**config.mk**
```make
export PLATFORM = sky130hd
export DESIGN_NAME = cmac_queue
export DESIGN_NICKNAME = d
export VERILOG_FILES = /design/src/rtl/cmac_pkg.sv /design/src/rtl/cmac_queue.sv
export SDC_FILE = /design/constraint.sdc
export NUM_CORES = 1
export LEC_CHECK = 0
export ABC_AREA = 1
export BUFFER_PORTS_ARGS = -buffer_cell sky130_fd_sc_hd__buf_4
export CAP_MARGIN = 10
export CORE_MARGIN = 2
export CORE_UTILIZATION = 25
export CTS_BUF_LIST = sky130_fd_sc_hd__clkbuf_16
export DETAILED_ROUTE_END_ITERATION = 10
export PLACE_DENSITY = 0.47
export SKIP_CTS_REPAIR_TIMING = 1
export SLEW_MARGIN = 20
export SYNTH_ARGS = -nofsm -noshare
export SYNTH_HDL_FRONTEND = slang
export SYNTH_SLANG_ARGS = --single-unit
```
**constraint.sdc**
```tcl
create_clock -name clk_i -period 11 [get_ports clk_i]
set_input_delay 2.75 -clock clk_i [delete_from_list [all_inputs] [get_ports clk_i]]
set_output_delay 2.75 -clock clk_i [all_outputs]
set_load 0.05 [all_outputs]
```
**src/rtl/cmac_pkg.sv**
```systemverilog
// ----------------------------------------------------------------------------
// cmac_pkg
// Shared types, constants and AES round functions for the CMAC engine.
// ----------------------------------------------------------------------------
package cmac_pkg;

  localparam int unsigned BlkBytes = 16;
  localparam int unsigned CntW     = 5;
  localparam int unsigned IdxW     = 8;

  localparam logic [IdxW-1:0] REG_KEY_HIGH = 8'd0;
  localparam logic [IdxW-1:0] REG_KEY_LOW  = 8'd1;

  localparam logic [7:0]   PAD_BYTE  = 8'h80;
  localparam logic [127:0] DBL_POLY  = 128'h87;
  localparam logic [3:0]   LAST_RND  = 4'd10;

  typedef enum logic [1:0] {
    CMD_MID,
    CMD_FULL,
    CMD_PAD
  } cmd_kind_e;

  typedef struct packed {
    cmd_kind_e    kind;
    logic [127:0] blk;
  } cmd_t;

  typedef struct packed {
    logic rekey_pending;
    logic busy;
  } bk_status_t;

  localparam logic [7:0] SBOX [256] = '{
    8'h63,8'h7c,8'h77,8'h7b,8'hf2,8'h6b,8'h6f,8'hc5,8'h30,8'h01,8'h67,8'h2b,8'hfe,8'hd7,8'hab,8'h76,
    8'hca,8'h82,8'hc9,8'h7d,8'hfa,8'h59,8'h47,8'hf0,8'had,8'hd4,8'ha2,8'haf,8'h9c,8'ha4,8'h72,8'hc0,
    8'hb7,8'hfd,8'h93,8'h26,8'h36,8'h3f,8'hf7,8'hcc,8'h34,8'ha5,8'he5,8'hf1,8'h71,8'hd8,8'h31,8'h15,
    8'h04,8'hc7,8'h23,8'hc3,8'h18,8'h96,8'h05,8'h9a,8'h07,8'h12,8'h80,8'he2,8'heb,8'h27,8'hb2,8'h75,
    8'h09,8'h83,8'h2c,8'h1a,8'h1b,8'h6e,8'h5a,8'ha0,8'h52,8'h3b,8'hd6,8'hb3,8'h29,8'he3,8'h2f,8'h84,
    8'h53,8'hd1,8'h00,8'hed,8'h20,8'hfc,8'hb1,8'h5b,8'h6a,8'hcb,8'hbe,8'h39,8'h4a,8'h4c,8'h58,8'hcf,
    8'hd0,8'hef,8'haa,8'hfb,8'h43,8'h4d,8'h33,8'h85,8'h45,8'hf9,8'h02,8'h7f,8'h50,8'h3c,8'h9f,8'ha8,
    8'h51,8'ha3,8'h40,8'h8f,8'h92,8'h9d,8'h38,8'hf5,8'hbc,8'hb6,8'hda,8'h21,8'h10,8'hff,8'hf3,8'hd2,
    8'hcd,8'h0c,8'h13,8'hec,8'h5f,8'h97,8'h44,8'h17,8'hc4,8'ha7,8'h7e,8'h3d,8'h64,8'h5d,8'h19,8'h73,
    8'h60,8'h81,8'h4f,8'hdc,8'h22,8'h2a,8'h90,8'h88,8'h46,8'hee,8'hb8,8'h14,8'hde,8'h5e,8'h0b,8'hdb,
    8'he0,8'h32,8'h3a,8'h0a,8'h49,8'h06,8'h24,8'h5c,8'hc2,8'hd3,8'hac,8'h62,8'h91,8'h95,8'he4,8'h79,
    8'he7,8'hc8,8'h37,8'h6d,8'h8d,8'hd5,8'h4e,8'ha9,8'h6c,8'h56,8'hf4,8'hea,8'h65,8'h7a,8'hae,8'h08,
    8'hba,8'h78,8'h25,8'h2e,8'h1c,8'ha6,8'hb4,8'hc6,8'he8,8'hdd,8'h74,8'h1f,8'h4b,8'hbd,8'h8b,8'h8a,
    8'h70,8'h3e,8'hb5,8'h66,8'h48,8'h03,8'hf6,8'h0e,8'h61,8'h35,8'h57,8'hb9,8'h86,8'hc1,8'h1d,8'h9e,
    8'he1,8'hf8,8'h98,8'h11,8'h69,8'hd9,8'h8e,8'h94,8'h9b,8'h1e,8'h87,8'he9,8'hce,8'h55,8'h28,8'hdf,
    8'h8c,8'ha1,8'h89,8'h0d,8'hbf,8'he6,8'h42,8'h68,8'h41,8'h99,8'h2d,8'h0f,8'hb0,8'h54,8'hbb,8'h16
  };

  localparam logic [7:0] RCON [11] = '{
    8'h00,8'h01,8'h02,8'h04,8'h08,8'h10,8'h20,8'h40,8'h80,8'h1b,8'h36
  };

  // Byte 0 of a block sits in the top eight bits.
  function automatic logic [7:0] xtime(input logic [7:0] a);
    return {a[6:0], 1'b0} ^ (a[7] ? 8'h1b : 8'h00);
  endfunction

  function automatic logic [127:0] sub_shift(input logic [127:0] s);
    logic [127:0] t;
    int unsigned  r, c, src;
    t = '0;
    for (c = 0; c < 4; c++) begin
      for (r = 0; r < 4; r++) begin
        src = r + 4 * ((c + r) % 4);
        t[127 - 8 * (r + 4 * c) -: 8] = SBOX[s[127 - 8 * src -: 8]];
      end
    end
    return t;
  endfunction

  function automatic logic [127:0] mix_cols(input logic [127:0] t);
    logic [127:0] m;
    logic [7:0]   a0, a1, a2, a3, all;
    int unsigned  c;
    m = '0;
    for (c = 0; c < 4; c++) begin
      a0  = t[127 - 32 * c -: 8];
      a1  = t[119 - 32 * c -: 8];
      a2  = t[111 - 32 * c -: 8];
      a3  = t[103 - 32 * c -: 8];
      all = a0 ^ a1 ^ a2 ^ a3;
      m[127 - 32 * c -: 8] = a0 ^ all ^ xtime(a0 ^ a1);
      m[119 - 32 * c -: 8] = a1 ^ all ^ xtime(a1 ^ a2);
      m[111 - 32 * c -: 8] = a2 ^ all ^ xtime(a2 ^ a3);
      m[103 - 32 * c -: 8] = a3 ^ all ^ xtime(a3 ^ a0);
    end
    return m;
  endfunction

  function automatic logic [127:0] key_next(input logic [127:0] rk, input logic [7:0] rc);
    logic [31:0] tw, w0, w1, w2, w3;
    tw = {SBOX[rk[23:16]] ^ rc, SBOX[rk[15:8]], SBOX[rk[7:0]], SBOX[rk[31:24]]};
    w0 = rk[127:96] ^ tw;
    w1 = rk[95:64] ^ w0;
    w2 = rk[63:32] ^ w1;
    w3 = rk[31:0] ^ w2;
    return {w0, w1, w2, w3};
  endfunction

  function automatic logic [127:0] dbl(input logic [127:0] x);
    return {x[126:0], 1'b0} ^ (x[127] ? DBL_POLY : 128'h0);
  endfunction

endpackage

```
**src/rtl/cmac_queue.sv**
```systemverilog
// ----------------------------------------------------------------------------
// cmac_queue
// Two-entry command queue between the byte front and the AES back.
// ----------------------------------------------------------------------------
module cmac_queue
  import cmac_pkg::*;
(
  input  logic clk_i,
  input  logic rst_ni,
  input  cmd_t push_data_i,
  input  logic push_valid_i,
  output logic push_ready_o,
  output cmd_t pop_data_o,
  output logic pop_valid_o,
  input  logic pop_ready_i
);

  cmd_t       mem_q [2];
  logic       wr_q, rd_q;
  logic [1:0] cnt_q;
  logic       push, pop;

  assign push_ready_o = (cnt_q != 2'd2);
  assign pop_valid_o  = (cnt_q != 2'd0);
  assign pop_data_o   = mem_q[rd_q];
  assign push         = push_valid_i && push_ready_o;
  assign pop          = pop_valid_o && pop_ready_i;

  always_ff @(posedge clk_i or negedge rst_ni) begin
    if (!rst_ni) begin
      wr_q  <= 1'b0;
      rd_q  <= 1'b0;
      cnt_q <= 2'd0;
    end else begin
      if (push) wr_q <= ~wr_q;
      if (pop)  rd_q <= ~rd_q;
      cnt_q <= cnt_q + {1'b0, push} - {1'b0, pop};
    end
  end

  always_ff @(posedge clk_i) begin
    if (push) begin
      mem_q[wr_q] <= push_data_i;
    end
  end

endmodule

```
==> impl_metrics.env, run 1 <==
export IMPL_ios=266
export IMPL_num_antenna_cells=0
export IMPL_cts_buffers_inserted=30
export IMPL_clk_insertion_delay_late_ns=0.55
export IMPL_finalSetupTns_ns=0
export IMPL_drc=0
export IMPL_status="finished, final reports clean"
export IMPL_worst_slack_ns=5.07
export IMPL_worstMarginPinSlew_ns=0.901
export IMPL_wl_mm=23.0
export IMPL_gp_congestion=0.719
export IMPL_start_kind="flip-flop"
export IMPL_drv_cap=0
export IMPL_fmax_mhz=169
export IMPL_nNetsFinal=1121
export IMPL_end_kind="primary output"
export IMPL_yosysWarnings=0
export IMPL_detail_route_wl_per_cell_um=15.1
export IMPL_cts_max_level=1
export IMPL_grt_ovfl_total=0
export IMPL_synth_cell_type_count=11
export IMPL_dieWidth_um=201
export IMPL_min_period_over_period_pct=53.9
export IMPL_p_leak_nw=5.54
export IMPL_ys_seq_area_share_pct=81.2
export IMPL_synth_nets=847
export IMPL_antenna_found_initial=1
export IMPL_die_h_um=201
export IMPL_antenna_left=0
export IMPL_vias=5946
export IMPL_num_rows=72
export IMPL_hpwl_mm=14.4
export IMPL_drt_initial_drc_count=303
export IMPL_vias_per_cell=3.90
export IMPL_io_buffers=265
export IMPL_core_area_mm2=0.0386
export IMPL_arrival_ns=3.18
export IMPL_pwr_density_cell_mw_per_mm2=332
export IMPL_cts_sinks=264
export IMPL_setup_viol=0
export IMPL_rsz0062_at_grt="no"
export IMPL_tritoncts="built"
export IMPL_r2r_setup_slack_ns=8.44
export IMPL_dieArea_mm2=0.0405
export IMPL_grt_start_max_net_pins=82
export IMPL_criticalPathCategory="flip-flop to primary output"
export IMPL_ir_worst_vdd_mv=0.194
export IMPL_period_minus_slack_ns=5.93
export IMPL_dr_pass1_iters=4
export IMPL_drive_gt1_share_pct=31.6
export IMPL_grt_pass1_wl_mm=35.0
export IMPL_cp_max_fo=68
export IMPL_cts_buffer_depth=3
export IMPL_dp_slack_ns=5.51
export IMPL_relSlewSlack_pct=39.9
export IMPL_avgSynthCellArea_um2=13.7
export IMPL_skew_ns=0.0131
export IMPL_synthCells=711
export IMPL_syn2layout_area_growth_pct=35.5
export IMPL_drv_slew=0
export IMPL_holdCritPathClass="flip-flop to flip-flop"
export IMPL_n_fill_cell=3865
export IMPL_grt_usage_pct=11.1
export IMPL_ctsRootBufferMaster="clkbuf_16"
export IMPL_first_global_vias=5984
export IMPL_hold_viol=0
export IMPL_start_util_pct=25.2
export IMPL_path_clk_slew_ns=0.06
export IMPL_crit_required_ns=8.25
export IMPL_synth_area_mm2=0.00974
export IMPL_ys_ff_latch=264
==> cell families after synthesis <==
family	count (synthesis)	synth area share (%)
flops	264	81.2
buf+inv	38	2.79
fa+ha+maj	2	0.257
simple gates	407	15.7
==> metal layers <==
layer	global-route usage, %	up-vias	routed length [um]
li1	-	2944	-
met1	14.3	2759	9690
met2	16.8	208	10200
met3	4.97	33	2710
met4	2.97	2	367
met5	0	-	10
==> report_power, final <==
part / internal, mW / switching, mW / leakage [nW] / total (mW)
registers: 1.37 / 0.0849 / 2.47 / 1.46
logic: 0.481 / 1.47 / 2.57 / 1.95
clock network: 0.598 / 0.380 / 0.505 / 0.978
==> sequential cells by signal, indices dropped and copies added (netlist names) <==
signal and count:
cnt_q 2, mem_q 260, rd_q 1, wr_q 1
==> synth_stat cells, drive strengths merged <==
cell type    n  area [um2]
nand3        3        15.0
edfxtp     260        7810
dfrtp        4         100
ha           2        25.0
nand2      403        1510
nor2         1        3.75
inv          9        36.3
buf         29         235
==> critical path, stage by stage, from the launching register on <==
cell and delay (ns):
dfrtp_4 0.74, inv_4 0.64, buf_4 0.71, nand2_1 0.11
nand2_1 0.12, buf_4 0.20
==> cells in the final DEF (no fill, tap or decap) <==
cell / n
dfrtp_1: 3
edfxtp_1: 260
bufinv_16: 4
inv_1: 12
nand3_1: 3
clkinv_2: 7
buf_4: 270
inv_4: 1
inv_6: 2
ha_1: 2
buf_16: 1
nor2_4: 1
nand2_1: 403
clkbuf_16: 31
dfrtp_4: 1
clkinv_1: 5
==> through the flow <==
stage	hold slack [ns]	area, um2	std cells	total power, mW	util [%]
floorplan	0.442	9740	711	2.88	-
CTS	0.484	13200	1523	4.46	34.2
global route	0.503	13200	1524	4.62	34.2
detailed placement	0.464	12200	1470	3.46	31.6
finish	0.481	13200	1524	4.38	34.2
global placement	0.462	12200	1470	3.45	31.6
==> worst paths after layout <==
kind	cells past startpoint	start	endpoint
min in group asynchronous	1	rst_ni	cnt_q[0]$_DFF_PN0_
setup reg to reg	4	cnt_q[1]$_DFF_PN0_	mem_q[0][35]$_DFFE_PP_
max in group asynchronous	1	rst_ni	rd_q$_DFFE_PN0P_
setup / recovery	5	rd_q$_DFFE_PN0P_	pop_data_o[89]
hold reg to reg	2	wr_q$_DFFE_PN0N_	wr_q$_DFFE_PN0N_
hold / removal	2	wr_q$_DFFE_PN0N_	wr_q$_DFFE_PN0N_
==> area by class of cell <==
class	count	area, um2	share of cell area [%]
Timing Repair Buffer	271	2050	15.6
Inverter	9	41.3	0.313
Clock inverter	22	201	1.53
Multi-Input combinational cell	409	1560	11.9
Sequential cell	264	7910	60.0
Tap cell	518	648	4.91
Clock buffer	31	776	5.88
No activity file was read; power rests on OpenSTA's default activity.
==> run 2: changes to the inputs <==
--- a/config.mk
+++ b/config.mk
@@ -5,14 +5,14 @@
 export SDC_FILE = /design/constraint.sdc
 export NUM_CORES = 1
 export LEC_CHECK = 0
-export ABC_AREA = 1
+export ABC_AREA = 0
 export BUFFER_PORTS_ARGS = -buffer_cell sky130_fd_sc_hd__buf_4
 export CAP_MARGIN = 10
 export CORE_MARGIN = 2
 export CORE_UTILIZATION = 25
 export CTS_BUF_LIST = sky130_fd_sc_hd__clkbuf_16
 export DETAILED_ROUTE_END_ITERATION = 10
-export PLACE_DENSITY = 0.47
+export PLACE_DENSITY = 0.48
 export SKIP_CTS_REPAIR_TIMING = 1
 export SLEW_MARGIN = 20
 export SYNTH_ARGS = -nofsm -noshare
==> constraint.sdc (replaced) <==
create_clock -name clk_i -period 5.3 [get_ports clk_i]
set_input_delay 1.325 -clock clk_i [delete_from_list [all_inputs] [get_ports clk_i]]
set_output_delay 1.325 -clock clk_i [all_outputs]
set_load 0.05 [all_outputs]
==> impl_metrics.env, run 2 <==
export IMPL_status="finished, final reports clean"
export IMPL_wl_mm=21.1
export IMPL_worstMarginPinSlew_ns=0.923
export IMPL_yosys_cell_count_top_type="edfxtp_1"
export IMPL_p_leak_nw=5.18
export IMPL_ctsRootBufferMaster="clkbuf_16"
export IMPL_synth_cell_type_count=17
export IMPL_dp_slack_ns=1.90
export IMPL_min_period_over_period_pct=75.0
export IMPL_clk_insertion_delay_late_ns=0.56
export IMPL_synth_commonest_cells="edfxtp_1, mux2_4, mux2_2"
export IMPL_synth_ff_type="edfxtp_1"
export IMPL_drc=0
export IMPL_gp_congestion=0.689
export IMPL_drive_gt1_share_pct=60.7
export IMPL_hold_viol=0
export IMPL_nNetsFinal=845
export IMPL_power_mw=8.77
export IMPL_setup_viol=0
export IMPL_criticalPathCategory="flip-flop to primary output"
export IMPL_path_clk_slew_ns=0.06
export IMPL_drv_cap=0
export IMPL_p_sw_mw=3.45
export IMPL_n_fill_cell=3821
export IMPL_grt_start_max_net_pins=131
export IMPL_grt_ovfl_total=0
export IMPL_synth_area_mm2=0.00995
export IMPL_cp_slowest_stage_delay_ns=0.98
export IMPL_vias_per_cell=3.88
export IMPL_placed_area_mm2=0.0126
export IMPL_netSwitchingFraction_pct=39.3
export IMPL_end_kind="primary output"
export IMPL_yosysTopAreaCell="edfxtp_1"
export IMPL_detail_route_wl_per_cell_um=16.8
export IMPL_worst_slack_ns=1.33
export IMPL_hpwl_mm=13.6
export IMPL_crit_chain="buf_12 > mux2_4 > buf_4"
export IMPL_grt_usage_pct=9.71
export IMPL_num_antenna_cells=0
export IMPL_synth_top_area_share_pct=78.4
export IMPL_power_frac_clock_pct=21.5
export IMPL_drv_slew=0
export IMPL_cp_slowest_cell="dfrtp_4"
export IMPL_grt_pass1_wl_mm=30.5
export IMPL_dpl_cell_count=1202
export IMPL_dieArea_mm2=0.0414
export IMPL_p_int_mw=5.32
export IMPL_finalSetupTns_ns=0
export IMPL_cts_max_level=1
export IMPL_skew_ns=0.0239
export IMPL_power_frac_comb_pct=43.6
export IMPL_ys_seq_area_share_pct=79.4
export IMPL_holdCritPathClass="flip-flop to flip-flop"
export IMPL_antenna_found_initial=0
export IMPL_cts_buffer_depth=3
export IMPL_fin_cells=1257
export IMPL_cts_sinks=264
export IMPL_largest_register_ffs=260
export IMPL_seqPwrFrac_pct=34.9
export IMPL_synth_area_leaders="edfxtp_1, mux2_4, mux2_2, buf_6, dfrtp_1"
export IMPL_io_buffers=265
export IMPL_syn2layout_area_growth_pct=35.3
export IMPL_final_cell_mix="buf_4, edfxtp_1, mux2_4"
export IMPL_crit_required_ns=3.97
export IMPL_synth_nets=558
export IMPL_arrival_ns=2.65
export IMPL_vias=4872
export IMPL_synth_edf_count=260
export IMPL_avgSynthCellArea_um2=23.6
export IMPL_cts_buffers_inserted=30
export IMPL_fmax_mhz=252
export IMPL_cp_max_fo=50
export IMPL_pwr_density_cell_mw_per_mm2=651
export IMPL_synthCells=422
export IMPL_final_common_cell="buf_4"
export IMPL_hold_ws_ns=0.532
export IMPL_dieWidth_um=204
export IMPL_ys_ff_latch=264
export IMPL_tritoncts="built"
export IMPL_relSlewSlack_pct=38.5
export IMPL_num_rows=73
export IMPL_first_global_vias=5030
export IMPL_ys_async_sr_fraction_pct=1.52
export IMPL_start_util_pct=25.2
export IMPL_dr_pass1_iters=4
export IMPL_ir_worst_vdd_mv=0.298
export IMPL_antenna_left=0
export IMPL_final_core_util_pct=34.1
export IMPL_fin_area_mm2=0.0135
export IMPL_ios=266
export IMPL_die_h_um=204
export IMPL_period_minus_slack_ns=3.97
export IMPL_reg_largest_list="mem_q (260), cnt_q (2)"
export IMPL_drt_initial_drc_count=207
export IMPL_start_kind="flip-flop"
export IMPL_yosysWarnings=0
export IMPL_regMostFlops="mem_q"
export IMPL_rsz0062_at_grt="no"
export IMPL_core_area_mm2=0.0395
run 2: cell count changes in the layout (fill, tap and decap cells not counted), moves of 4 or more:
cell,change
buf_12,+4
buf_4,-4
clkinv_1,+5
inv_1,-6
mux2_2,+40
mux2_4,+90
nand2_1,-402
run 2: cell type report:
class	instances	area, um2	share of cell area, %
well taps	525	657	4.88
clock buffers	31	776	5.76
flip-flops and latches	264	7910	58.7
multi-input cells	142	1910	14.2
inverters	1	3.75	0.0279
repair buffers	270	2080	15.4
clock inverters	24	135	1.00
run 2: cell families (layout without fill, tap and decap cells):
family                   count (synthesis)  in the layout  synth area share, %
flip-flops                             264            264                 79.4
AND/OR/NAND/NOR                          6              6                0.327
adder cells (fa/ha/maj)                  2              2                0.251
buffers and inverters                   16            326                 1.52
XOR/XNOR                                 4              4                0.352
multiplexers                           130            130                 18.1
run 2: worst paths after layout:
path	startpoint	end	slack [ns]	cells after the start
min in group asynchronous	rst_ni	wr_q$_DFFE_PN0N_	0.55	1
setup reg to reg	cnt_q[1]$_DFF_PN0_	mem_q[1][86]$_DFFE_PP_	3.21	3
hold / removal	cnt_q[0]$_DFF_PN0_	cnt_q[0]$_DFF_PN0_	0.53	1
max in group asynchronous	rst_ni	rd_q$_DFFE_PN0P_	4.63	1
hold reg to reg	cnt_q[0]$_DFF_PN0_	cnt_q[0]$_DFF_PN0_	0.53	1
setup / recovery	rd_q$_DFFE_PN0P_	pop_data_o[89]	1.33	3
run 2: routing by layer:
metal / routed length (um) / global-route usage [%] / vias to the layer above
li1: - / - / 2259
met1: 8890 / 12.2 / 2410
met2: 9880 / 15.3 / 169
met3: 1730 / 3.93 / 34
met4: 572 / 2.89 / 0
met5: 0 / 0 / -
run 2: worst max-delay path: cells and delay by family (launching register included):
| kind | cells | cell delay (ns) |
|---|---|---|
| muxes | 1 | 0.34 |
| buffers and inverters | 2 | 0.62 |
| DFF | 1 | 0.98 |
run 2: power groups by stage:
| stage | Clock, mW | Sequential (mW) | Combinational (mW) |
|---|---|---|---|
| 2_1_floorplan | 0 | 3.03 | 2.96 |
| 3_3_place_gp | 0 | 3.11 | 3.90 |
| 3_5_place_dp | 0 | 3.12 | 3.90 |
| 4_1_cts | 1.96 | 3.07 | 3.90 |
| 5_1_grt | 2.04 | 3.11 | 4.00 |
| 6_report | 1.88 | 3.06 | 3.82 |
