`config.mk`:
```
export PLATFORM = sky130hd
export DESIGN_NAME = cmac_front_flat
export DESIGN_NICKNAME = d
export VERILOG_FILES = /design/src/rtl/cmac_pkg.sv /design/src/rtl/cmac_ifs.sv /design/src/rtl/cmac_front.sv /design/src/flat_wrapper.sv
export SDC_FILE = /design/constraint.sdc
export NUM_CORES = 1
export LEC_CHECK = 0
export BUFFER_PORTS_ARGS = -buffer_cell sky130_fd_sc_hd__buf_2
export CAP_MARGIN = 10
export CORE_MARGIN = 10
export CORE_UTILIZATION = 59
export CTS_BUF_LIST = sky130_fd_sc_hd__clkbuf_8
export DETAILED_ROUTE_END_ITERATION = 12
export GPL_TIMING_DRIVEN = 0
export HOLD_SLACK_MARGIN = 0.12
export PLACE_DENSITY_LB_ADDON = 0.2
export SETUP_SLACK_MARGIN = 0.02
export SLEW_MARGIN = 20
export SYNTH_ARGS = -nofsm -noshare
export SYNTH_HDL_FRONTEND = slang
export SYNTH_SLANG_ARGS = --single-unit
```
`constraint.sdc`:
```
create_clock -name clk_i -period 7.2 [get_ports clk_i]
set_input_delay 1.08 -clock clk_i [delete_from_list [all_inputs] [get_ports clk_i]]
set_output_delay 1.08 -clock clk_i [all_outputs]
set_load 0.05 [all_outputs]
```
`src/rtl/cmac_pkg.sv`:
```
// ----------------------------------------------------------------------------
// cmac_pkg
// Shared types, constants and AES round functions for the CMAC engine.
// ----------------------------------------------------------------------------
package cmac_pkg;

  localparam int unsigned BlkBytes = 16;
  localparam int unsigned CntW     = 5;
  localparam int unsigned IdxW     = 8;

  localparam logic [IdxW-1:0] REG_KEY_HIGH = 8'd0;
  localparam logic [IdxW-1:0] REG_KEY_LOW  = 8'd1;

  localparam logic [7:0]   PAD_BYTE  = 8'h80;
  localparam logic [127:0] DBL_POLY  = 128'h87;
  localparam logic [3:0]   LAST_RND  = 4'd10;

  typedef enum logic [1:0] {
    CMD_MID,
    CMD_FULL,
    CMD_PAD
  } cmd_kind_e;

  typedef struct packed {
    cmd_kind_e    kind;
    logic [127:0] blk;
  } cmd_t;

  typedef struct packed {
    logic rekey_pending;
    logic busy;
  } bk_status_t;

  localparam logic [7:0] SBOX [256] = '{
    8'h63,8'h7c,8'h77,8'h7b,8'hf2,8'h6b,8'h6f,8'hc5,8'h30,8'h01,8'h67,8'h2b,8'hfe,8'hd7,8'hab,8'h76,
    8'hca,8'h82,8'hc9,8'h7d,8'hfa,8'h59,8'h47,8'hf0,8'had,8'hd4,8'ha2,8'haf,8'h9c,8'ha4,8'h72,8'hc0,
    8'hb7,8'hfd,8'h93,8'h26,8'h36,8'h3f,8'hf7,8'hcc,8'h34,8'ha5,8'he5,8'hf1,8'h71,8'hd8,8'h31,8'h15,
    8'h04,8'hc7,8'h23,8'hc3,8'h18,8'h96,8'h05,8'h9a,8'h07,8'h12,8'h80,8'he2,8'heb,8'h27,8'hb2,8'h75,
    8'h09,8'h83,8'h2c,8'h1a,8'h1b,8'h6e,8'h5a,8'ha0,8'h52,8'h3b,8'hd6,8'hb3,8'h29,8'he3,8'h2f,8'h84,
    8'h53,8'hd1,8'h00,8'hed,8'h20,8'hfc,8'hb1,8'h5b,8'h6a,8'hcb,8'hbe,8'h39,8'h4a,8'h4c,8'h58,8'hcf,
    8'hd0,8'hef,8'haa,8'hfb,8'h43,8'h4d,8'h33,8'h85,8'h45,8'hf9,8'h02,8'h7f,8'h50,8'h3c,8'h9f,8'ha8,
    8'h51,8'ha3,8'h40,8'h8f,8'h92,8'h9d,8'h38,8'hf5,8'hbc,8'hb6,8'hda,8'h21,8'h10,8'hff,8'hf3,8'hd2,
    8'hcd,8'h0c,8'h13,8'hec,8'h5f,8'h97,8'h44,8'h17,8'hc4,8'ha7,8'h7e,8'h3d,8'h64,8'h5d,8'h19,8'h73,
    8'h60,8'h81,8'h4f,8'hdc,8'h22,8'h2a,8'h90,8'h88,8'h46,8'hee,8'hb8,8'h14,8'hde,8'h5e,8'h0b,8'hdb,
    8'he0,8'h32,8'h3a,8'h0a,8'h49,8'h06,8'h24,8'h5c,8'hc2,8'hd3,8'hac,8'h62,8'h91,8'h95,8'he4,8'h79,
    8'he7,8'hc8,8'h37,8'h6d,8'h8d,8'hd5,8'h4e,8'ha9,8'h6c,8'h56,8'hf4,8'hea,8'h65,8'h7a,8'hae,8'h08,
    8'hba,8'h78,8'h25,8'h2e,8'h1c,8'ha6,8'hb4,8'hc6,8'he8,8'hdd,8'h74,8'h1f,8'h4b,8'hbd,8'h8b,8'h8a,
    8'h70,8'h3e,8'hb5,8'h66,8'h48,8'h03,8'hf6,8'h0e,8'h61,8'h35,8'h57,8'hb9,8'h86,8'hc1,8'h1d,8'h9e,
    8'he1,8'hf8,8'h98,8'h11,8'h69,8'hd9,8'h8e,8'h94,8'h9b,8'h1e,8'h87,8'he9,8'hce,8'h55,8'h28,8'hdf,
    8'h8c,8'ha1,8'h89,8'h0d,8'hbf,8'he6,8'h42,8'h68,8'h41,8'h99,8'h2d,8'h0f,8'hb0,8'h54,8'hbb,8'h16
  };

  localparam logic [7:0] RCON [11] = '{
    8'h00,8'h01,8'h02,8'h04,8'h08,8'h10,8'h20,8'h40,8'h80,8'h1b,8'h36
  };

  // Byte 0 of a block sits in the top eight bits.
  function automatic logic [7:0] xtime(input logic [7:0] a);
    return {a[6:0], 1'b0} ^ (a[7] ? 8'h1b : 8'h00);
  endfunction

  function automatic logic [127:0] sub_shift(input logic [127:0] s);
    logic [127:0] t;
    int unsigned  r, c, src;
    t = '0;
    for (c = 0; c < 4; c++) begin
      for (r = 0; r < 4; r++) begin
        src = r + 4 * ((c + r) % 4);
        t[127 - 8 * (r + 4 * c) -: 8] = SBOX[s[127 - 8 * src -: 8]];
      end
    end
    return t;
  endfunction

  function automatic logic [127:0] mix_cols(input logic [127:0] t);
    logic [127:0] m;
    logic [7:0]   a0, a1, a2, a3, all;
    int unsigned  c;
    m = '0;
    for (c = 0; c < 4; c++) begin
      a0  = t[127 - 32 * c -: 8];
      a1  = t[119 - 32 * c -: 8];
      a2  = t[111 - 32 * c -: 8];
      a3  = t[103 - 32 * c -: 8];
      all = a0 ^ a1 ^ a2 ^ a3;
      m[127 - 32 * c -: 8] = a0 ^ all ^ xtime(a0 ^ a1);
      m[119 - 32 * c -: 8] = a1 ^ all ^ xtime(a1 ^ a2);
      m[111 - 32 * c -: 8] = a2 ^ all ^ xtime(a2 ^ a3);
      m[103 - 32 * c -: 8] = a3 ^ all ^ xtime(a3 ^ a0);
    end
    return m;
  endfunction

  function automatic logic [127:0] key_next(input logic [127:0] rk, input logic [7:0] rc);
    logic [31:0] tw, w0, w1, w2, w3;
    tw = {SBOX[rk[23:16]] ^ rc, SBOX[rk[15:8]], SBOX[rk[7:0]], SBOX[rk[31:24]]};
    w0 = rk[127:96] ^ tw;
    w1 = rk[95:64] ^ w0;
    w2 = rk[63:32] ^ w1;
    w3 = rk[31:0] ^ w2;
    return {w0, w1, w2, w3};
  endfunction

  function automatic logic [127:0] dbl(input logic [127:0] x);
    return {x[126:0], 1'b0} ^ (x[127] ? DBL_POLY : 128'h0);
  endfunction

endpackage

```
`src/rtl/cmac_ifs.sv`:
```
// ----------------------------------------------------------------------------
// cmac channel interfaces
// Byte input, tag output and key write channels of the CMAC engine.
// ----------------------------------------------------------------------------
interface cmac_in_if;
  logic       valid;
  logic       ready;
  logic [7:0] data_byte;
  logic       byte_present;
  logic       last_byte;
  modport source (output valid, data_byte, byte_present, last_byte, input ready);
  modport sink   (input valid, data_byte, byte_present, last_byte, output ready);
endinterface


```
`src/rtl/cmac_front.sv`:
```
// ----------------------------------------------------------------------------
// cmac_front
// Gathers bytes into blocks and issues mid, full-last and padded-last commands.
// ----------------------------------------------------------------------------
module cmac_front
  import cmac_pkg::*;
(
  input  logic         clk_i,
  input  logic         rst_ni,
  cmac_in_if.sink      in_i,
  output cmd_t         cmd_o,
  output logic         cmd_valid_o,
  input  logic         cmd_ready_i
);

  logic [127:0]    buf_q, buf_d, nb;
  logic [CntW-1:0] cnt_q, cnt_d, ncnt;
  logic            pend_q, pend_d;
  logic            full_blk, acc;
  logic [3:0]      wr_pos;

  function automatic cmd_t last_cmd(input logic [127:0] b, input logic [CntW-1:0] c);
    cmd_t        r;
    int unsigned k;
    r.kind = (c == CntW'(BlkBytes)) ? CMD_FULL : CMD_PAD;
    r.blk  = b;
    if (c != CntW'(BlkBytes)) begin
      for (k = 0; k < BlkBytes; k++) begin
        if (CntW'(k) == c) begin
          r.blk[127 - 8 * k -: 8] = PAD_BYTE;
        end else if (CntW'(k) > c) begin
          r.blk[127 - 8 * k -: 8] = 8'h00;
        end
      end
    end
    return r;
  endfunction

  assign full_blk   = (cnt_q == CntW'(BlkBytes));
  assign in_i.ready = !pend_q && cmd_ready_i;
  assign acc        = in_i.valid && in_i.ready;
  assign wr_pos     = full_blk ? 4'd0 : cnt_q[3:0];
  assign ncnt       = full_blk ? CntW'(1) : cnt_q + CntW'(1);

  always_comb begin
    nb = buf_q;
    for (int unsigned k = 0; k < BlkBytes; k++) begin
      if (4'(k) == wr_pos) begin
        nb[127 - 8 * k -: 8] = in_i.data_byte;
      end
    end
  end

  always_comb begin
    cmd_valid_o = 1'b0;
    cmd_o       = '{kind: CMD_MID, blk: buf_q};
    buf_d       = buf_q;
    cnt_d       = cnt_q;
    pend_d      = pend_q;
    if (pend_q) begin
      // second command of a beat that followed a full block and ended the message
      cmd_valid_o = 1'b1;
      cmd_o       = last_cmd(buf_q, cnt_q);
      if (cmd_ready_i) begin
        pend_d = 1'b0;
        cnt_d  = '0;
      end
    end else if (acc) begin
      if (in_i.byte_present) begin
        buf_d = nb;
        cnt_d = ncnt;
      end
      if (in_i.byte_present && full_blk) begin
        cmd_valid_o = 1'b1;
        pend_d      = in_i.last_byte;
      end else if (in_i.last_byte) begin
        cmd_valid_o = 1'b1;
        cmd_o       = in_i.byte_present ? last_cmd(nb, ncnt) : last_cmd(buf_q, cnt_q);
        cnt_d       = '0;
      end
    end
  end

  always_ff @(posedge clk_i or negedge rst_ni) begin
    if (!rst_ni) begin
      cnt_q  <= '0;
      pend_q <= 1'b0;
    end else begin
      cnt_q  <= cnt_d;
      pend_q <= pend_d;
    end
  end

  always_ff @(posedge clk_i) begin
    buf_q <= buf_d;
  end

endmodule

```
`src/flat_wrapper.sv`:
```
// flat-port wrapper written by rule: the top's interface ports become plain ports
module cmac_front_flat import cmac_pkg::*;
  (clk_i, rst_ni, cmd_o, cmd_valid_o, cmd_ready_i, in_i_valid, in_i_data_byte, in_i_byte_present, in_i_last_byte, in_i_ready);
  cmac_in_if in_i_i ();
  input  logic clk_i;
  input  logic rst_ni;
  output cmd_t cmd_o;
  output logic cmd_valid_o;
  input  logic cmd_ready_i;
  input wire logic [$bits(in_i_i.valid)-1:0] in_i_valid;
  input wire logic [$bits(in_i_i.data_byte)-1:0] in_i_data_byte;
  input wire logic [$bits(in_i_i.byte_present)-1:0] in_i_byte_present;
  input wire logic [$bits(in_i_i.last_byte)-1:0] in_i_last_byte;
  output wire logic [$bits(in_i_i.ready)-1:0] in_i_ready;
  assign in_i_i.valid = in_i_valid;
  assign in_i_i.data_byte = in_i_data_byte;
  assign in_i_i.byte_present = in_i_byte_present;
  assign in_i_i.last_byte = in_i_last_byte;
  assign in_i_ready = in_i_i.ready;
  cmac_front u_core (.clk_i(clk_i), .rst_ni(rst_ni), .in_i(in_i_i), .cmd_o(cmd_o), .cmd_valid_o(cmd_valid_o), .cmd_ready_i(cmd_ready_i));
endmodule
```
==> impl_metrics.ini, run 1 <==
[outcome]
status = finished clean

[die]
coreArea_mm2 = 0.0151
fp.dieArea_mm2 = 0.0207
start_util_pct = 59.9
ios = 146
row_count = 45
die_w_um = 144
die_h_um = 144

[route]
drt_first_pass_iters = 5
vias_per_cell = 6.50
vias = 8014
ant_nets = 0
routed_wl_um = 29800
drt_iter0_markers = 844
wl_per_cell_um = 24.2
drc = 0

[synth]
synth_top_area_share_pct = 42.6
synth-adder-area-share_pct = 0.693
synth_xor_area_share_pct = 0.291
synth_nets = 886
synth.cell_area_mm2 = 0.00903
synth_edf_count = 128
synth_cells = 867
synth_top_family_by_area = compound AO/OA/AOI/OAI gates
synth-async-reset-ratio_pct = 4.48
yosys_warnings = 0
seq_area_frac_synth_pct = 44.2
synth_area_leaders = edfxtp_1 (43%), mux2_2 (15%), a22o_1 (5.2%), nand2_1 (5.1%), nand2b_1 (2.9%)
ys_types = 71
yosys.area_share.simple_pct = 15.0
synth-compound-area-share_pct = 19.5
syn_area_per_cell_um2 = 10.4
ys_ff_latch = 134
ys.flop_type = edfxtp_1
yosys.area.top_type = edfxtp_1
muxShareOfSynthArea_pct = 16.2

[setup_path]
worstSetupPathType = flip-flop to primary output
regToRegSetupSlack_ps = 4180
r2r-end = u_core.buf_q[111]
path_cells = buf_4 > clkinv_1 > ha_1 > buf_2 > and4bb_4 > buf_4 > o21ai_1 > nor2_1 > a21oi_2 > o21ai_2 > a22o_1 > buf_2
crit_fanout = 10
crit_end = cmd_o[11]
startpoint = u_core.cnt_q[0]
cp_slowest_cell = o21ai_1
critPathLaunchType = flip-flop
cp.depth = 12
crit_buf_inv = 5
r2r-start = u_core.cnt_q[0]
reg2reg_depth = 7
path_delay_family = compound AO/OA/AOI/OAI gates
endpoint_kind = primary output
required_ps = 6120
slowest_delay_ps = 620
cp.arrival_ps = 4420

[global_routing]
grt_usage_pct = 28.7
grt_antenna_before_repair = 0
grt.overflow.total = 0
grt_max_degree = 57
grt_pass1_vias = 7826
grt_pass1_wl_um = 45400

[timing]
period_share_pct = 76.4
timing.final.crit_period_ps = 5500
hold_slack_ps = 416
relSlewSlack_pct = 37.0
skew_ps = 9.63
worst_pin_slew_ps = 944
fmax_ghz = 0.182
slew_viol_final = 0
setup_violations = 0
rsz0062_at_grt = false
final_hold_viol_count = 0

[pwr]
ir_drop_v = 0.000127
leakage_nw = 4.34
power_density_mw_per_mm2 = 198

[cts]
root_buffer = clkbuf_8
worstSkewPairLatency_ps = 480
ctsResizeCount = 0
htree_levels = 4
ctsHoldBuffers = 0
cts.sinks = 134
cts_buffers = 17
cts_setup_buffers = 0
cts_tree = done
clk_path_buf_depth = 2
path_clk_slew_ps = 80

[cells_and_area]
final_util_pct = 69.0
final_nets = 1051
stdcell_area_mm2 = 0.0104
syn2layout_area_growth_pct = 15.3
diodes = 0
drive_gt1_share_pct = 34.1
stdcell_count = 1232

[placed_design]
hpwlAfterDp_um = 21400
gp_congestion = 1.03
place_area_mm2 = 0.0100
place_inst = 1201
io_buffers = 144

[min_path]
hp-class = primary input to asynchronous set/reset pin

[job]
drv_cap = 0
==> registers in the layout, indices dropped and copies added (netlist names) <==
| signal | count |
|---|---|
| u_core.buf_q | 128 |
| u_core.cnt_q | 5 |
| u_core.pend_q | 1 |
==> kinds of logic after synthesis <==
group           count (synthesis)
buf+inv                        84
mux                           131
flops                         134
simple gates                  273
fa+ha+maj                       5
compound gates                237
xor+xnor                        3
==> worst min path at each step <==
stage,from,to,slack [ps]
6_report,rst_ni,u_core.cnt_q[4],420
5_1_grt,rst_ni,u_core.cnt_q[2],430
4_1_cts,rst_ni,u_core.pend_q,420
3_5_place_dp,u_core.buf_q[21],u_core.buf_q[21],570
3_3_place_gp,u_core.buf_q[43],u_core.buf_q[43],560
2_1_floorplan,u_core.buf_q[127],u_core.buf_q[127],530
==> final cells by class <==
class | instances | area, um2
flip-flops and latches | 134 | 3990
inverters | 21 | 78.8
clock buffers | 17 | 234
repair buffers | 146 | 768
fillers | 1174 | 4680
well taps | 188 | 235
clock inverters | 14 | 135
plain buffers | 63 | 292
multi-input cells | 649 | 4670
==> per-layer routing <==
layer,wire (um),global-route usage (%)
met2,13900,45.2
met1,12000,36.6
met5,0,0
met4,901,12.5
met3,3070,7.06
==> per-stage QoR <==
step                      setup WS [ps]  total power (W)  TNS, ps
after global routing               1680          0.00212        0
after detailed placement           2380          0.00145        0
after global placement            -1090          0.00145    -1090
final                              1700          0.00207        0
after floorplan                     742          0.00130        0
after CTS                          1860          0.00205        0
==> synth_stat cells (6+ instances only) <==
master and count:
nor2_1 46, o211a_1 8, a22o_1 54, o22ai_1 8, o21a_1 8, nor3_2 6, a32o_1 16, inv_1 19
mux2i_1 13, edfxtp_1 128, buf_4 7, nor3_1 7, nand2b_1 42, nand2_1 123, nor2b_1 7, nand3_1 6
buf_2 23, mux2_2 118, dfrtp_1 6, o21ai_0 39, clkbuf_1 28, a21oi_1 27, o211ai_1 6, a211o_1 8
and3_1 6, o21ai_1 16
==> cells in the final DEF (no fill, tap or decap), types with 4 or more instances in the layout <==
cell type	count
o211ai_1	6
buf_1	5
nor2_1	46
a22oi_1	5
ha_1	5
o21ai_1	16
a22o_1	54
buf_2	167
a211o_1	8
buf_4	7
inv_1	19
nor2_2	4
mux2_2	118
nand3_1	6
a32o_1	16
and2_1	4
clkinv_1	5
nor3_1	7
a21oi_1	27
nor3_2	6
clkbuf_1	28
mux2i_1	13
o21ai_0	39
and3_1	5
clkbuf_8	17
nor3_4	4
o22ai_1	8
o21a_1	8
edfxtp_1	128
o211a_1	8
nor2b_1	7
nand2b_1	42
dfrtp_1	6
nand2_1	123
==> power by group <==
group          switching, W  leakage (nW)  internal (W)  total (W)
Combinational      0.000399          2.90      0.000151   0.000550
Sequential        0.0000183          1.26      0.000884   0.000902
Clock              0.000313         0.180      0.000301   0.000614
Total              0.000730          4.34       0.00134    0.00207
Note: power is estimated with default switching activity, not from simulation.
==> inputs of run 2 (changes only) <==
--- a/config.mk
+++ b/config.mk
@@ -5,10 +5,11 @@
 export SDC_FILE = /design/constraint.sdc
 export NUM_CORES = 1
 export LEC_CHECK = 0
+export ABC_AREA = 1
 export BUFFER_PORTS_ARGS = -buffer_cell sky130_fd_sc_hd__buf_2
 export CAP_MARGIN = 10
 export CORE_MARGIN = 10
-export CORE_UTILIZATION = 59
+export CORE_UTILIZATION = 61
 export CTS_BUF_LIST = sky130_fd_sc_hd__clkbuf_8
 export DETAILED_ROUTE_END_ITERATION = 12
 export GPL_TIMING_DRIVEN = 0
==> constraint.sdc (replaced) <==
create_clock -name clk_i -period 5.75 [get_ports clk_i]
set_input_delay 0.8625 -clock clk_i [delete_from_list [all_inputs] [get_ports clk_i]]
set_output_delay 0.8625 -clock clk_i [all_outputs]
set_load 0.05 [all_outputs]
==> run 2 against run 1 <==
Against the previous run: via count increased by 60%; synthesized area increased by 21%; sequential cell count is the same; first-iteration DRC count grew to 2.5 times the previous value; critical path depth down 1.
==> impl_metrics.ini, run 2 <==
[die]
coreArea_mm2 = 0.0174
start_util_pct = 62.8
die_h_um = 154
die_w_um = 154
ios = 146
row_count = 48
fp.dieArea_mm2 = 0.0237

[timing]
timing.final.crit_period_ps = 4690
period_share_pct = 81.5
slew_viol_final = 0
relSlewSlack_pct = 34.7
fmax_ghz = 0.213
worst_pin_slew_ps = 978
rsz0062_at_grt = false
finalSetupTns_ps = 0
setup_violations = 0
final_hold_viol_count = 0
hold_slack_ps = 198
skew_ps = 12.1

[global_routing]
grt_pass1_wl_um = 66500
grt_max_degree = 27
grt_pass1_vias = 12000
grt.overflow.total = 0
grt_antenna_before_repair = 0
grt_usage_pct = 35.3

[pwr]
leakage_nw = 5.74
p_sw_w = 0.00177
p_clk_share_pct = 21.4
power_density_mw_per_mm2 = 290
seqPwrFrac_pct = 32.2
power_frac_comb_pct = 46.3
ir_drop_v = 0.000172
finalPower_w = 0.00361
p_int_w = 0.00184
switching_share_pct = 49.1

[synth]
synth_area_leaders = edfxtp_1 (35%), nand2_1 (18%), o21ai_0 (9.0%), nand3_1 (6.0%), inv_1 (4.5%)
yosys_warnings = 0
yosysMostFrequentCell = nand2_1
muxShareOfSynthArea_pct = 0
ys.flop_type = edfxtp_1
synth_top_family_by_area = simple AND/OR/NAND/NOR gates
synth_nets = 1650
syn_area_per_cell_um2 = 6.70
synth-adder-area-share_pct = 0.572
synth_cells = 1631
synth_xor_area_share_pct = 0.0801
synth_edf_count = 128
yosys.area_share.simple_pct = 33.9
synth-async-reset-ratio_pct = 4.48
yosys.area.top_type = edfxtp_1
seq_area_frac_synth_pct = 36.5
ys_ff_latch = 134
synth_commonest_cells = nand2_1 (537), o21ai_0 (196), inv_1 (131)
synth.cell_area_mm2 = 0.0109
ys_types = 43
synth_top_area_share_pct = 35.2
synth-compound-area-share_pct = 19.4

[setup_path]
worstSetupPathType = flip-flop to primary output
cp.arrival_ps = 3830
required_ps = 4890
critPathLaunchType = flip-flop
endpoint_kind = primary output
crit_fanout = 8

[cts]
worstSkewPairLatency_ps = 480
cts.sinks = 134
cts_buffers = 17
path_clk_slew_ps = 90
root_buffer = clkbuf_8
cts_tree = done
ctsHoldBuffers = 0
cts_setup_buffers = 0
ctsResizeCount = 0
clk_path_buf_depth = 2
htree_levels = 4

[cells_and_area]
stdcell_count = 2039
syn2layout_area_growth_pct = 13.9
drive_gt1_share_pct = 15.4
reg_top3 = u_core.buf_q: 128 flops, u_core.cnt_q: 5 flops, u_core.pend_q: 1 flops
final_nets = 1819
mostFrequentLayoutCells = nand2_1 (537), o21ai_0 (195), buf_2 (165)
top_register = u_core.buf_q
layout_commonest_cell = nand2_1
stdcell_area_mm2 = 0.0124
largest_reg_flops = 128
fill_cells = 1485
register_area_mm2 = 0.00399
multiInputGateArea_mm2 = 0.00593

[placed_design]
io_buffers = 145
gp_congestion = 1.08
place_area_mm2 = 0.0121
hpwlAfterDp_um = 31600
place_inst = 2006

[outcome]
status = finished clean

[route]
wl_per_cell_um = 21.5
vias = 12900
vias_per_cell = 6.31
drt_first_pass_iters = 12
drc = 0
routed_wl_um = 43800
drt_iter0_markers = 2124
ant_nets = 0

[job]
drv_cap = 0

[min_path]
hp-class = primary input to asynchronous set/reset pin
run 2: cell types whose count changed after synthesis, moves of 112 or more:
cell	before	now
inv_1	19	131
mux2_2	118	0
nand2_1	123	537
nand3_1	6	130
o21ai_0	39	196
run 2: stage by stage:
| stage | setup WS (ps) | utilization (%) |
|---|---|---|
| finish | 1060 | 71.5 |
| detailed placement | 1570 | 69.4 |
| global route | 919 | 71.5 |
| global placement | -1100 | 68.7 |
| CTS | 1240 | 71.5 |
| floorplan | 40.4 | - |
run 2: final cells by class:
class / instances / area share [%]
Tap cell: 225 / 2.26
Multi-Input combinational cell: 1247 / 47.7
Timing Repair Buffer: 150 / 6.75
Antenna cell: 1 / 0.0201
Clock inverter: 15 / 1.04
Inverter: 149 / 4.49
Sequential cell: 134 / 32.1
Clock buffer: 17 / 1.88
Buffer: 101 / 3.81
run 2: path summary, 6_finish.rpt:
kind,slack [ps],endpoint,start,cells past startpoint
min in group clk_i,590,u_core.pend_q,cmd_ready_i,2
hold / removal,200,u_core.cnt_q[1],rst_ni,1
max in group asynchronous,5390,u_core.pend_q,rst_ni,1
setup reg to reg,3150,u_core.buf_q[9],u_core.cnt_q[0],8
hold reg to reg,610,u_core.buf_q[36],u_core.buf_q[36],2
setup / recovery,1060,cmd_o[81],u_core.cnt_q[0],11
run 2: layer usage:
layer | track usage (%) | routed length (um) | vias up
met1 | 44.1 | 15400 | 5673
met5 | 0 | 0 | -
li1 | - | - | 5855
met2 | 53.8 | 19100 | 1114
met3 | 10.2 | 6560 | 220
met4 | 19.2 | 2680 | 0
run 2: worst max-delay path, cell delays in order (launching register included):
cell and delay (ps):
dfrtp_1 440, buf_2 250, inv_1 170, ha_1 310, clkbuf_1 400, clkinv_1 400, o21ai_0 630, nand3_1 150
o21ai_0 200, nand2_1 80, nand2_1 60, buf_2 260
run 2: cell families (layout without fill, tap and decap cells):
| group | Yosys count | after routing |
|---|---|---|
| AO/OA/AOI/OAI | 387 | 387 |
| XOR/XNOR | 1 | 1 |
| adder cells (fa/ha/maj) | 5 | 5 |
| buffers and inverters | 250 | 432 |
| flip-flops | 134 | 134 |
| other | 0 | 1 |
| AND/OR/NAND/NOR | 854 | 854 |
run 2: power by group through the flow:
stage	clock [W]	sequential [W]	combinational, W
floorplan	0	0.00118	0.00117
global placement	0	0.00118	0.00159
detailed placement	0	0.00118	0.00162
CTS	0.000763	0.00116	0.00162
global route	0.000804	0.00117	0.00177
finish	0.000774	0.00116	0.00167
